File: src/rtl/cft_pkg.sv
package cft_pkg;

  localparam int BYTE_W   = 8;
  localparam int COUNT_W  = 8;
  localparam int LEN_W    = 10;
  localparam int FLEN_W   = 11;
  localparam int CFG_IDX_W = 2;
  localparam int CFG_DAT_W = 11;

  // register indexes
  localparam logic [CFG_IDX_W-1:0] REG_SEPARATOR     = 2'd0;
  localparam logic [CFG_IDX_W-1:0] REG_MAX_FIELDS    = 2'd1;
  localparam logic [CFG_IDX_W-1:0] REG_MAX_FIELD_LEN = 2'd2;

  localparam logic [BYTE_W-1:0]  SEPARATOR_RST     = 8'd59;
  localparam logic [COUNT_W-1:0] MAX_FIELDS_RST    = 8'd100;
  localparam logic [FLEN_W-1:0]  MAX_FIELD_LEN_RST = 11'd1024;

  localparam logic [BYTE_W-1:0] CH_QUOTE = 8'h22;
  localparam logic [BYTE_W-1:0] CH_CR    = 8'h0D;
  localparam logic [BYTE_W-1:0] CH_LF    = 8'h0A;

  // longest field that the length counter can hold
  localparam logic [LEN_W-1:0] LEN_CAP = {LEN_W{1'b1}};

  // parse modes
  localparam logic [2:0] M_START  = 3'd0;
  localparam logic [2:0] M_PLAIN  = 3'd1;
  localparam logic [2:0] M_QUOTED = 3'd2;
  localparam logic [2:0] M_QSEEN  = 3'd3;
  localparam logic [2:0] M_DONE   = 3'd4;

  typedef struct packed {
    logic [BYTE_W-1:0]  separator;
    logic [COUNT_W-1:0] max_fields;
    logic [FLEN_W-1:0]  max_field_len;
  } cfg_t;

  typedef struct packed {
    logic               char_valid;
    logic [BYTE_W-1:0]  char_out;
    logic               field_end;
    logic [COUNT_W-1:0] field_index;
    logic [LEN_W-1:0]   field_length;
    logic               row_end;
    logic [COUNT_W-1:0] field_count;
  } res_t;

endpackage

File: src/rtl/cft_if.sv
interface cft_in_if;
  import cft_pkg::*;
  logic              valid;
  logic              ready;
  logic [BYTE_W-1:0] data_byte;
  logic              line_end;
  modport source (output valid, output data_byte, output line_end, input ready);
  modport sink (input valid, input data_byte, input line_end, output ready);
endinterface

interface cft_out_if;
  import cft_pkg::*;
  logic               valid;
  logic               ready;
  logic               char_valid;
  logic [BYTE_W-1:0]  char_out;
  logic               field_end;
  logic [COUNT_W-1:0] field_index;
  logic [LEN_W-1:0]   field_length;
  logic               row_end;
  logic [COUNT_W-1:0] field_count;
  modport source (
    output valid, output char_valid, output char_out, output field_end,
    output field_index, output field_length, output row_end, output field_count,
    input ready
  );
  modport sink (
    input valid, input char_valid, input char_out, input field_end,
    input field_index, input field_length, input row_end, input field_count,
    output ready
  );
endinterface

interface cft_cfg_if;
  import cft_pkg::*;
  logic                 valid;
  logic                 ready;
  logic [CFG_IDX_W-1:0] index;
  logic [CFG_DAT_W-1:0] data;
  modport source (output valid, output index, output data, input ready);
  modport sink (input valid, input index, input data, output ready);
endinterface

File: src/rtl/cft_cfg_regs.sv
module cft_cfg_regs (
  input  logic                          clk,
  input  logic                          rst_n,
  input  logic                          wr_en,
  input  logic [cft_pkg::CFG_IDX_W-1:0] wr_index,
  input  logic [cft_pkg::CFG_DAT_W-1:0] wr_data,
  output cft_pkg::cfg_t                 cfg
);
  import cft_pkg::*;

  cfg_t cfg_r;

  always_ff @(posedge clk) begin
    if (!rst_n) begin
      cfg_r.separator     <= SEPARATOR_RST;
      cfg_r.max_fields    <= MAX_FIELDS_RST;
      cfg_r.max_field_len <= MAX_FIELD_LEN_RST;
    end else if (wr_en) begin
      unique case (wr_index)
        REG_SEPARATOR:     cfg_r.separator     <= wr_data[BYTE_W-1:0];
        REG_MAX_FIELDS:    cfg_r.max_fields    <= wr_data[COUNT_W-1:0];
        REG_MAX_FIELD_LEN: cfg_r.max_field_len <= wr_data[FLEN_W-1:0];
        default: ;  // unmapped index: drop the write
      endcase
    end
  end

  assign cfg = cfg_r;

endmodule

File: src/rtl/cft_parser.sv
module cft_parser (
  input  logic                       clk,
  input  logic                       rst_n,
  input  cft_pkg::cfg_t              cfg,
  input  logic                       in_fire,
  input  logic [cft_pkg::BYTE_W-1:0] in_byte,
  input  logic                       in_term,
  output cft_pkg::res_t              res,
  output logic [2:0]                 mode
);
  import cft_pkg::*;

  logic [2:0]         mode_r, mode_nxt;
  logic [COUNT_W-1:0] fields_r, fields_nxt;
  logic [LEN_W-1:0]   kept_r, kept_nxt;

  logic [LEN_W-1:0]   limit;
  logic [FLEN_W-1:0]  len_m1;
  logic [COUNT_W-1:0] fields_inc;
  logic               room;
  logic               is_sep, is_quote, is_eol;

  assign len_m1 = cfg.max_field_len - FLEN_W'(1);

  always_comb begin
    if (cfg.max_field_len == '0) begin
      limit = '0;
    end else if (len_m1 > FLEN_W'(LEN_CAP)) begin
      limit = LEN_CAP;
    end else begin
      limit = len_m1[LEN_W-1:0];
    end
  end

  assign room       = kept_r < limit;
  assign fields_inc = fields_r + COUNT_W'(1);
  assign is_sep     = in_byte == cfg.separator;
  assign is_quote   = in_byte == CH_QUOTE;
  assign is_eol     = (in_byte == CH_CR) || (in_byte == CH_LF);

  always_comb begin
    logic keep, close, forced, row_only;
    logic [BYTE_W-1:0] kchar;
    keep     = 1'b0;
    close    = 1'b0;
    forced   = 1'b0;
    row_only = 1'b0;
    kchar    = in_byte;
    res      = '0;
    mode_nxt   = mode_r;
    fields_nxt = fields_r;
    kept_nxt   = kept_r;

    if (in_term) begin
      unique case (mode_r)
        M_START:                    row_only = 1'b1;
        M_PLAIN, M_QUOTED, M_QSEEN: begin
          close  = 1'b1;
          forced = 1'b1;
        end
        default: ;
      endcase
    end else begin
      unique case (mode_r)
        M_START: begin
          priority if (is_eol || fields_r >= cfg.max_fields) begin
            row_only = 1'b1;
          end else if (is_quote) begin
            mode_nxt = M_QUOTED;
          end else if (is_sep) begin
            close = 1'b1;
          end else begin
            mode_nxt = M_PLAIN;
            keep     = 1'b1;
          end
        end
        M_PLAIN: begin
          priority if (is_sep) begin
            close = 1'b1;
          end else if (is_eol) begin
            close  = 1'b1;
            forced = 1'b1;
          end else begin
            keep = 1'b1;
          end
        end
        M_QUOTED: begin
          if (is_quote) mode_nxt = M_QSEEN;
          else          keep = 1'b1;
        end
        M_QSEEN: begin
          priority if (is_quote) begin
            mode_nxt = M_QUOTED;
            keep     = 1'b1;
            kchar    = CH_QUOTE;
          end else if (is_sep) begin
            close = 1'b1;
          end else begin
            close  = 1'b1;
            forced = 1'b1;
          end
        end
        default: ;  // row done: swallow the byte
      endcase
    end

    // over-long field: drop the byte
    if (keep && room) begin
      res.char_valid  = 1'b1;
      res.char_out    = kchar;
      res.field_index = fields_r;
      kept_nxt        = kept_r + LEN_W'(1);
    end

    if (close) begin
      res.field_end    = 1'b1;
      res.field_index  = fields_r;
      res.field_length = kept_r;
      kept_nxt         = '0;
      fields_nxt       = fields_inc;
      if (forced || fields_inc >= cfg.max_fields) begin
        res.row_end     = 1'b1;
        res.field_count = fields_inc;
        mode_nxt        = M_DONE;
      end else begin
        mode_nxt = M_START;
      end
    end

    if (row_only) begin
      res.row_end     = 1'b1;
      res.field_count = fields_r;
      mode_nxt        = M_DONE;
    end

    // terminator starts a fresh line
    if (in_term) begin
      mode_nxt   = M_START;
      fields_nxt = '0;
      kept_nxt   = '0;
    end
  end

  always_ff @(posedge clk) begin
    if (!rst_n) begin
      mode_r   <= M_START;
      fields_r <= '0;
      kept_r   <= '0;
    end else if (in_fire) begin
      mode_r   <= mode_nxt;
      fields_r <= fields_nxt;
      kept_r   <= kept_nxt;
    end
  end

  assign mode = mode_r;

endmodule

File: src/rtl/cft_skid.sv
module cft_skid (
  input  logic          clk,
  input  logic          rst_n,
  input  logic          in_fire,
  input  cft_pkg::res_t in_res,
  output logic          in_ready,
  output logic          out_valid,
  input  logic          out_ready,
  output cft_pkg::res_t out_res,
  output logic          skid_valid
);
  import cft_pkg::*;

  logic out_valid_r, skid_valid_r;
  res_t out_res_r, skid_res_r;
  logic out_fire;

  assign out_fire = out_valid_r && out_ready;
  assign in_ready = !skid_valid_r;

  always_ff @(posedge clk) begin
    if (!rst_n) begin
      out_valid_r  <= 1'b0;
      skid_valid_r <= 1'b0;
    end else if (skid_valid_r) begin
      if (out_fire) begin
        skid_valid_r <= 1'b0;
      end
    end else if (in_fire) begin
      if (out_valid_r && !out_ready) begin
        skid_valid_r <= 1'b1;
      end else begin
        out_valid_r <= 1'b1;
      end
    end else if (out_fire) begin
      out_valid_r <= 1'b0;
    end
  end

  // payload: no reset needed
  always_ff @(posedge clk) begin
    if (skid_valid_r) begin
      if (out_fire) out_res_r <= skid_res_r;
    end else if (in_fire) begin
      if (out_valid_r && !out_ready) skid_res_r <= in_res;
      else                           out_res_r  <= in_res;
    end
  end

  assign out_valid  = out_valid_r;
  assign out_res    = out_res_r;
  assign skid_valid = skid_valid_r;

endmodule

File: src/rtl/csv_field_tokenizer.sv
// CSV field tokenizer: splits a line of CSV text, one byte per input beat,
// into field characters with field and row end marks.
// in_ch  : data_byte plus line_end; a beat with line_end set closes the line.
// out_ch : exactly one result beat per input beat, in order (an all-zero
//          result where the byte carries nothing to report).
// cfg_ch : register writes (0 separator, 1 max_fields, 2 max_field_len),
//          always ready, applied at the handshake edge; write only when idle.
// Throughput is one byte per cycle while the receiver keeps up: the parse
// state is a small FSM updated in the cycle a beat is taken, and its result
// goes straight into the output register.
// When the receiver stalls, a one-entry skid buffer takes one more beat and
// in_ch.ready then drops until the receiver takes the waiting result beat.
// Synchronous reset (rst_n low) restores register defaults, returns the
// parser to the start of a row and empties the output stage.
module csv_field_tokenizer (
  input  logic       clk,
  input  logic       rst_n,
  cft_in_if.sink     in_ch,
  cft_out_if.source  out_ch,
  cft_cfg_if.sink    cfg_ch
);
  import cft_pkg::*;

  cfg_t       cfg;
  res_t       res, out_res;
  logic       in_fire, in_ready, skid_valid;
  logic [2:0] mode;

  assign cfg_ch.ready = 1'b1;
  assign in_ch.ready  = in_ready;
  assign in_fire      = in_ch.valid && in_ready;

  cft_cfg_regs u_cfg (
    .clk      (clk),
    .rst_n    (rst_n),
    .wr_en    (cfg_ch.valid),
    .wr_index (cfg_ch.index),
    .wr_data  (cfg_ch.data),
    .cfg      (cfg)
  );

  cft_parser u_parser (
    .clk     (clk),
    .rst_n   (rst_n),
    .cfg     (cfg),
    .in_fire (in_fire),
    .in_byte (in_ch.data_byte),
    .in_term (in_ch.line_end),
    .res     (res),
    .mode    (mode)
  );

  cft_skid u_skid (
    .clk        (clk),
    .rst_n      (rst_n),
    .in_fire    (in_fire),
    .in_res     (res),
    .in_ready   (in_ready),
    .out_valid  (out_ch.valid),
    .out_ready  (out_ch.ready),
    .out_res    (out_res),
    .skid_valid (skid_valid)
  );

  assign out_ch.char_valid   = out_res.char_valid;
  assign out_ch.char_out     = out_res.char_out;
  assign out_ch.field_end    = out_res.field_end;
  assign out_ch.field_index  = out_res.field_index;
  assign out_ch.field_length = out_res.field_length;
  assign out_ch.row_end      = out_res.row_end;
  assign out_ch.field_count  = out_res.field_count;

  a_skid_behind_out: assert property (@(posedge clk) disable iff (!rst_n)
    skid_valid |-> out_ch.valid)
    else $error("skid holds a beat while the output register is empty");

  a_char_or_end: assert property (@(posedge clk) disable iff (!rst_n)
    in_fire |-> !(res.char_valid && res.field_end))
    else $error("character and field end in one result");

  a_row_end_done: assert property (@(posedge clk) disable iff (!rst_n)
    (in_fire && !in_ch.line_end && res.row_end) |=> (mode == M_DONE))
    else $error("row end without entering row done");

endmodule

File: src/flat_wrapper.sv
// flat-port wrapper written by rule: the top's interface ports become plain ports
module csv_field_tokenizer_flat import cft_pkg::*;
  (clk, rst_n, in_ch_valid, in_ch_data_byte, in_ch_line_end, in_ch_ready, out_ch_valid, out_ch_char_valid, out_ch_char_out, out_ch_field_end, out_ch_field_index, out_ch_field_length, out_ch_row_end, out_ch_field_count, out_ch_ready, cfg_ch_valid, cfg_ch_index, cfg_ch_data, cfg_ch_ready);
  cft_in_if in_ch_i ();
  cft_out_if out_ch_i ();
  cft_cfg_if cfg_ch_i ();
  input  logic clk;
  input  logic rst_n;
  input wire logic [$bits(in_ch_i.valid)-1:0] in_ch_valid;
  input wire logic [$bits(in_ch_i.data_byte)-1:0] in_ch_data_byte;
  input wire logic [$bits(in_ch_i.line_end)-1:0] in_ch_line_end;
  output wire logic [$bits(in_ch_i.ready)-1:0] in_ch_ready;
  output wire logic [$bits(out_ch_i.valid)-1:0] out_ch_valid;
  output wire logic [$bits(out_ch_i.char_valid)-1:0] out_ch_char_valid;
  output wire logic [$bits(out_ch_i.char_out)-1:0] out_ch_char_out;
  output wire logic [$bits(out_ch_i.field_end)-1:0] out_ch_field_end;
  output wire logic [$bits(out_ch_i.field_index)-1:0] out_ch_field_index;
  output wire logic [$bits(out_ch_i.field_length)-1:0] out_ch_field_length;
  output wire logic [$bits(out_ch_i.row_end)-1:0] out_ch_row_end;
  output wire logic [$bits(out_ch_i.field_count)-1:0] out_ch_field_count;
  input wire logic [$bits(out_ch_i.ready)-1:0] out_ch_ready;
  input wire logic [$bits(cfg_ch_i.valid)-1:0] cfg_ch_valid;
  input wire logic [$bits(cfg_ch_i.index)-1:0] cfg_ch_index;
  input wire logic [$bits(cfg_ch_i.data)-1:0] cfg_ch_data;
  output wire logic [$bits(cfg_ch_i.ready)-1:0] cfg_ch_ready;
  assign in_ch_i.valid = in_ch_valid;
  assign in_ch_i.data_byte = in_ch_data_byte;
  assign in_ch_i.line_end = in_ch_line_end;
  assign in_ch_ready = in_ch_i.ready;
  assign out_ch_valid = out_ch_i.valid;
  assign out_ch_char_valid = out_ch_i.char_valid;
  assign out_ch_char_out = out_ch_i.char_out;
  assign out_ch_field_end = out_ch_i.field_end;
  assign out_ch_field_index = out_ch_i.field_index;
  assign out_ch_field_length = out_ch_i.field_length;
  assign out_ch_row_end = out_ch_i.row_end;
  assign out_ch_field_count = out_ch_i.field_count;
  assign out_ch_i.ready = out_ch_ready;
  assign cfg_ch_i.valid = cfg_ch_valid;
  assign cfg_ch_i.index = cfg_ch_index;
  assign cfg_ch_i.data = cfg_ch_data;
  assign cfg_ch_ready = cfg_ch_i.ready;
  csv_field_tokenizer u_core (.clk(clk), .rst_n(rst_n), .in_ch(in_ch_i), .out_ch(out_ch_i), .cfg_ch(cfg_ch_i));
endmodule
File: config.mk
export PLATFORM = sky130hd
export DESIGN_NAME = csv_field_tokenizer_flat
export DESIGN_NICKNAME = d
export VERILOG_FILES = /design/src/rtl/cft_pkg.sv /design/src/rtl/cft_if.sv /design/src/rtl/cft_cfg_regs.sv /design/src/rtl/cft_parser.sv /design/src/rtl/cft_skid.sv /design/src/rtl/csv_field_tokenizer.sv /design/src/flat_wrapper.sv
export SDC_FILE = /design/constraint.sdc
export NUM_CORES = 1
export LEC_CHECK = 0
export CORE_MARGIN = 1
export CORE_UTILIZATION = 58
export CTS_BUF_LIST = sky130_fd_sc_hd__clkbuf_8 sky130_fd_sc_hd__clkbuf_16
export DETAILED_ROUTE_END_ITERATION = 7
export DONT_BUFFER_PORTS = 1
export PLACE_DENSITY = 0.76
export SYNTH_ARGS = -nofsm -noshare
export SYNTH_HDL_FRONTEND = slang
export SYNTH_SLANG_ARGS = --single-unit
File: constraint.sdc
create_clock -name clk -period 3.8 [get_ports clk]
set_clock_uncertainty 0.15 [all_clocks]
set_input_delay 0.38 -clock clk [delete_from_list [all_inputs] [get_ports clk]]
set_output_delay 0.38 -clock clk [all_outputs]
set_load 0.03 [all_outputs]
# Yosys cells after proc, flatten, opt, wreduce, memory -nomap -nowiden
# Cells that the tools add are included.
[op_classes] mul=0 eq_ne=16 reduce_logical=27 bitwise_logic=1 div=0 add_sub_neg=3 magnitude_cmp=4 n_mux=60 n_shift=0
[ops] op="$mux 37" count=4
[ops] op="$mux 10" count=5
[ops] op="$mux 8" count=6
[ops] op="$mux 1" count=28
[ops] op="$mux 28" count=1
[ops] op="$mux 3" count=9
[ops] op="$mux 9" count=3
[ops] op="$eq 8x4->1 const B" count=2
[ops] op="$ge 8x8->1" count=2
[ops] op="$ne 5x5->1 const B" count=3
[ops] op="$gt 11x10->1 const B" count=1
[ops] op="$logic_not 11->1" count=1
[ops] op="$sub 11x1->11 const B" count=1
[ops] op="$add 10x1->10 const B" count=1
[ops] op="$lt 10x10->1" count=1
[ops] op="$reduce_and 2->1" count=5
[ops] op="$pmux 3 s3" count=1
[ops] op="$reduce_and 3->1" count=3
[ops] op="$add 8x1->8 const B" count=1
[ops] op="$eq 8x6->1 const B" count=1
[ops] op="$eq 8x8->1" count=1
[ops] op="$eq 3x2->1 const B" count=2
[ops] op="$ne 6x6->1 const B" count=1
[ops] op="$reduce_and 6->1" count=1
[ops] op="other kinds (18)" count=27
[totals] inputBits=27 word_cells=133 latch_bits=0 mem_bits_rw=0 memories=0 register_bits=124 mem_bits_ro=0

# Logic depth before layout (Yosys ltp)
[logic_depth] depth_word=13 depth_mapped=19

# Cells and area by module
# Synthesis repeated with hierarchy kept, for this count alone.
[unflattened] hier_cells=621 hier_area_um2=6946.7
[modules_own_cells] module="cft_skid" n_inst=1 cells_each=130 area_per_inst_um2=2981.6
[modules_own_cells] module="cft_parser" n_inst=1 cells_each=374 area_per_inst_um2=2820.2
[modules_own_cells] module="cft_cfg_regs" n_inst=1 cells_each=114 area_per_inst_um2=1127.3
[modules_own_cells] module="csv_field_tokenizer" n_inst=1 cells_each=3 area_per_inst_um2=17.5

# Least setup slack after synthesis
# Ideal clock, no wire load.
[synth_timing] path_type="reg2reg" startpoint="register u_core.u_cfg.cfg_r (netlist bit u_core.u_cfg.cfg[4])" endpoint="register u_core.u_skid.out_res_r (netlist bit u_core.u_skid.out_res[34]) (data pin)" n_path_buf=2 stages_incl_launch_ff=17 period_less_slack_ns=3.861 arrival_time_ns=3.449 required_time_ns=3.388 slack_ns=-0.061 cell_sequence="dfxtp_1 -> or4_1 -> buf_2 -> or4_4 -> nand2_1 -> a21oi_1 -> a31o_2 -> ha_1 -> and4_1 -> a21oi_1 -> a21oi_1 -> a211oi_2 -> o21ai_2 -> inv_2 -> buf_6 -> and2_4 -> mux2_1"
[synth_lines] element="from (decl)" line="cft_cfg_regs.sv:11" text="cfg_t cfg_r;"
[synth_lines] element="to (signal assigned)" line="cft_skid.sv:43" text="if (out_fire) out_res_r <= skid_res_r;"
[synth_lines] element="to (signal assigned)" line="cft_skid.sv:46" text="else out_res_r <= in_res;"
[synth_lines] element="to (decl)" line="cft_skid.sv:15" text="res_t out_res_r, skid_res_r;"

==> flow_summary.json <==
{
  "status": "finished, final reports clean",
  "async_flop_share_pct": 0,
  "synth-main-ff-cell": "edfxtp_1",
  "ir_drop_mv": 0.444,
  "ys_seq_area_share_pct": 48.6,
  "ant_nets": 0,
  "vias_per_cell": 6.44,
  "critPathCaptureType": "flop",
  "detail_route.drc_violations": 0,
  "drt-initial-drc-count": 718,
  "grt_max_degree": 39,
  "setup_tns_ns": 0,
  "fin_cells": 864,
  "cts-root-to-sink-buffers": 2,
  "fmax_ghz": 0.265,
  "drv_cap": 0,
  "rsz0062_at_grt": "yes",
  "synth_warnings": 0,
  "fillCellCount": 801,
  "crit_arrival_ns": 3.80,
  "synth_nets": 727,
  "power_leakage_nw": 3.26,
  "relSlewSlack_pct": 45.0,
  "totalWireLength_mm": 16.9,
  "drive_gt1_share_pct": 18.2,
  "dp_cells": 807,
  "synth_top_area_cell": "edfxtp_1",
  "clkSinkCount": 124,
  "io_pins": 67,
  "cellPowerDensity_nw_per_um2": 460,
  "finalNetCount": 767,
  "yosysUniqueCellTypes": 67,
  "core_um2": 11000,
  "place_hpwl_mm": 11.3,
  "globalRoute.totalOverflow": 0,
  "die_area_um2": 11900,
  "post-route-cell-area_um2": 7920,
  "vias": 5568,
  "worstSetupStartpointType": "flop",
  "final_util_pct": 72.1,
  "synth-seq-cells": 124,
  "grtUsageTotal_pct": 29.6,
  "whs_ns": 0.0128,
  "wire_per_inst_um": 19.6,
  "synth_area_leaders": "edfxtp_1 (34%), dfxtp_1 (15%), ha_1 (5.5%)",
  "worst_slack_ns": 0.0250,
  "die_y_um": 109,
  "grt_first_pass_wirelength_mm": 26.8,
  "core.rowCount": 38,
  "htree_levels": 4,
  "syn_area_per_cell_um2": 9.87,
  "netlist_instances": 671,
  "antenna_found_initial": 0,
  "worst_slew_pin_slew_ns": 0.823,
  "area_growth_pct": 19.6,
  "finalSetupViolations": 0,
  "hold_viol": 0,
  "die_x_um": 109,
  "clkLatencyLatePin_ns": 0.42,
  "cts_inserted_buffers": 17,
  "cts-root-buf": "clkbuf_16",
  "cts_tree": "yes",
  "layout_min_cycle_time_ns": 3.78,
  "grt_pass1_vias": 5230,
  "cp_max_fo": 6,
  "syn_area_um2": 6630,
  "dpl_worst_slack_ns": -0.0913,
  "hold_path.class": "in -> reg",
  "synth_edf_count": 74,
  "first_pass_iters": 5,
  "required_ns": 3.82,
  "clkTransAtPathRegs_ns": 0.06,
  "timing.final.crit_share_pct": 99.3,
  "crit_type": "reg -> reg",
  "dpl_cell_area_um2": 6890,
  "gp_routability_congestion": 0.938,
  "diodes": 0,
  "power.total_mw": 3.64,
  "io_buffer_count": 0,
  "yosysTopAreaCellShare_pct": 33.5,
  "initial_core_util_pct": 60.3,
  "drv_slew": 0
}
[worst paths after layout]
check	startpoint	endpoint	slack, ns	depth (start not counted)
worst max-delay path	u_core.u_cfg.cfg[0]	u_core.u_skid.out_res[33]	0.02	16
worst max register to register	u_core.u_cfg.cfg[0]	u_core.u_skid.out_res[33]	0.02	16
worst min-delay path	rst_n	u_core.u_parser.kept_r[1]	0.01	2
worst min register to register	u_core.u_cfg.cfg[25]	u_core.u_cfg.cfg[25]	0.33	2
[where the power goes]
group	switching [mW]	internal, mW	leakage [nW]	total (mW)
sequential	0.101	1.50	1.12	1.60
clock	0.591	1.02	0.298	1.61
combinational	0.255	0.183	1.84	0.438
total	0.947	2.70	3.26	3.64
[Yosys cell counts, types with 4 or more instances]
master and count:
buf_1 5, nor3_1 25, xor2_1 11, nor3b_1 5
clkbuf_1 22, o311ai_0 7, nor4_1 4, mux2i_1 20
edfxtp_1 74, or3_1 6, a21o_1 6, o21ai_0 24
and3_1 11, and2_1 17, mux2_2 18, nand4_1 17
o211ai_1 5, a211oi_1 4, a21oi_1 28, xnor2_1 5
a22o_1 6, dfxtp_1 50, ha_1 29, o22ai_1 7
nand3_1 23, inv_1 29, nand2_1 73, a22oi_1 5
nand2b_1 5, nor2_1 56, a31oi_1 15, o31ai_1 4
[state kept, by name, summed over array words and instances, names as in the netlist]
name / count
u_core.u_parser.mode: 3
u_core.u_parser.kept_r: 10
u_core.u_skid.skid_valid: 1
u_core.u_skid.out_res: 37
u_core.u_cfg.cfg: 27
u_core.u_skid.out_valid: 1
u_core.u_skid.skid_res_r: 37
u_core.u_parser.fields_r: 8
[routing by layer]
| layer | vias up | wire (µm) | track usage, % |
|---|---|---|---|
| li1 | 2574 | - | - |
| met1 | 2662 | 7130 | 39.9 |
| met2 | 310 | 8170 | 47.0 |
| met3 | 22 | 1410 | 6.58 |
| met4 | 0 | 230 | 10.1 |
| met5 | - | 0 | 0 |
[cells in the final DEF, fill, tap and decap left out, types with 4 or more instances in the layout]
cell type and count:
a211oi_1 4, a21o_1 6, a21oi_1 23, a21oi_2 4
a22o_1 6, a22oi_1 5, a31oi_1 14, and2_1 17
and3_1 11, buf_4 33, clkbuf_16 18, clkinv_2 4
dfxtp_1 48, dlygate4sd3_1 15, edfxtp_1 74, ha_1 26
inv_1 30, mux2_2 17, mux2i_1 20, nand2_1 71
nand2b_1 4, nand3_1 23, nand4_1 17, nor2_1 54
nor3_1 23, nor3b_1 4, o211ai_1 5, o21ai_0 20
o21ai_1 5, o22ai_1 7, o311ai_1 4, or3_1 5
xnor2_1 5, xor2_1 11
[logic make-up after synthesis]
family	share of synthesized area, %
AOI/OAI and AO/OA	13.8
xor gates and xnor gates	2.12
adders and majority gates	5.48
buffers and inverters	3.83
DFF	48.6
muxes	6.42
other	0.0566
and+or+nand+nor	19.6
[critical path, cell delays in order, from the launching register on]
cell and delay [ns]:
dfxtp_2 0.32, inv_2 0.07, ha_4 0.13, or3b_4 0.37, or4_4 0.53, nand2_2 0.09
a21oi_2 0.05, a31o_2 0.25, ha_4 0.26, and4_4 0.24, a21oi_2 0.06, a21oi_2 0.12
a211oi_2 0.07, o21ai_4 0.14, clkinvlp_4 0.21, and2_4 0.19, mux2_4 0.25
[cell type report]
type | count | area (µm²) | share of cell area [%]
Timing Repair Buffer | 52 | 469 | 5.92
Multi-Input combinational cell | 484 | 3340 | 42.2
Tap cell | 140 | 175 | 2.21
Clock buffer | 17 | 425 | 5.37
Sequential cell | 124 | 3230 | 40.7
Timing Repair inverter | 1 | 7.51 | 0.0948
Clock inverter | 15 | 159 | 2.01
Inverter | 31 | 119 | 1.50
[timing repair]
item	4_1_cts	5_1_grt
setup endpoints to repair	19	39
gates cloned	1	1
hold buffers	15	0
endpoints found under the hold margin	36	0
gates resized for setup	17	35
pin swaps	12	11
buffers inserted	3	5
Note: power is estimated with default switching activity, not from simulation.
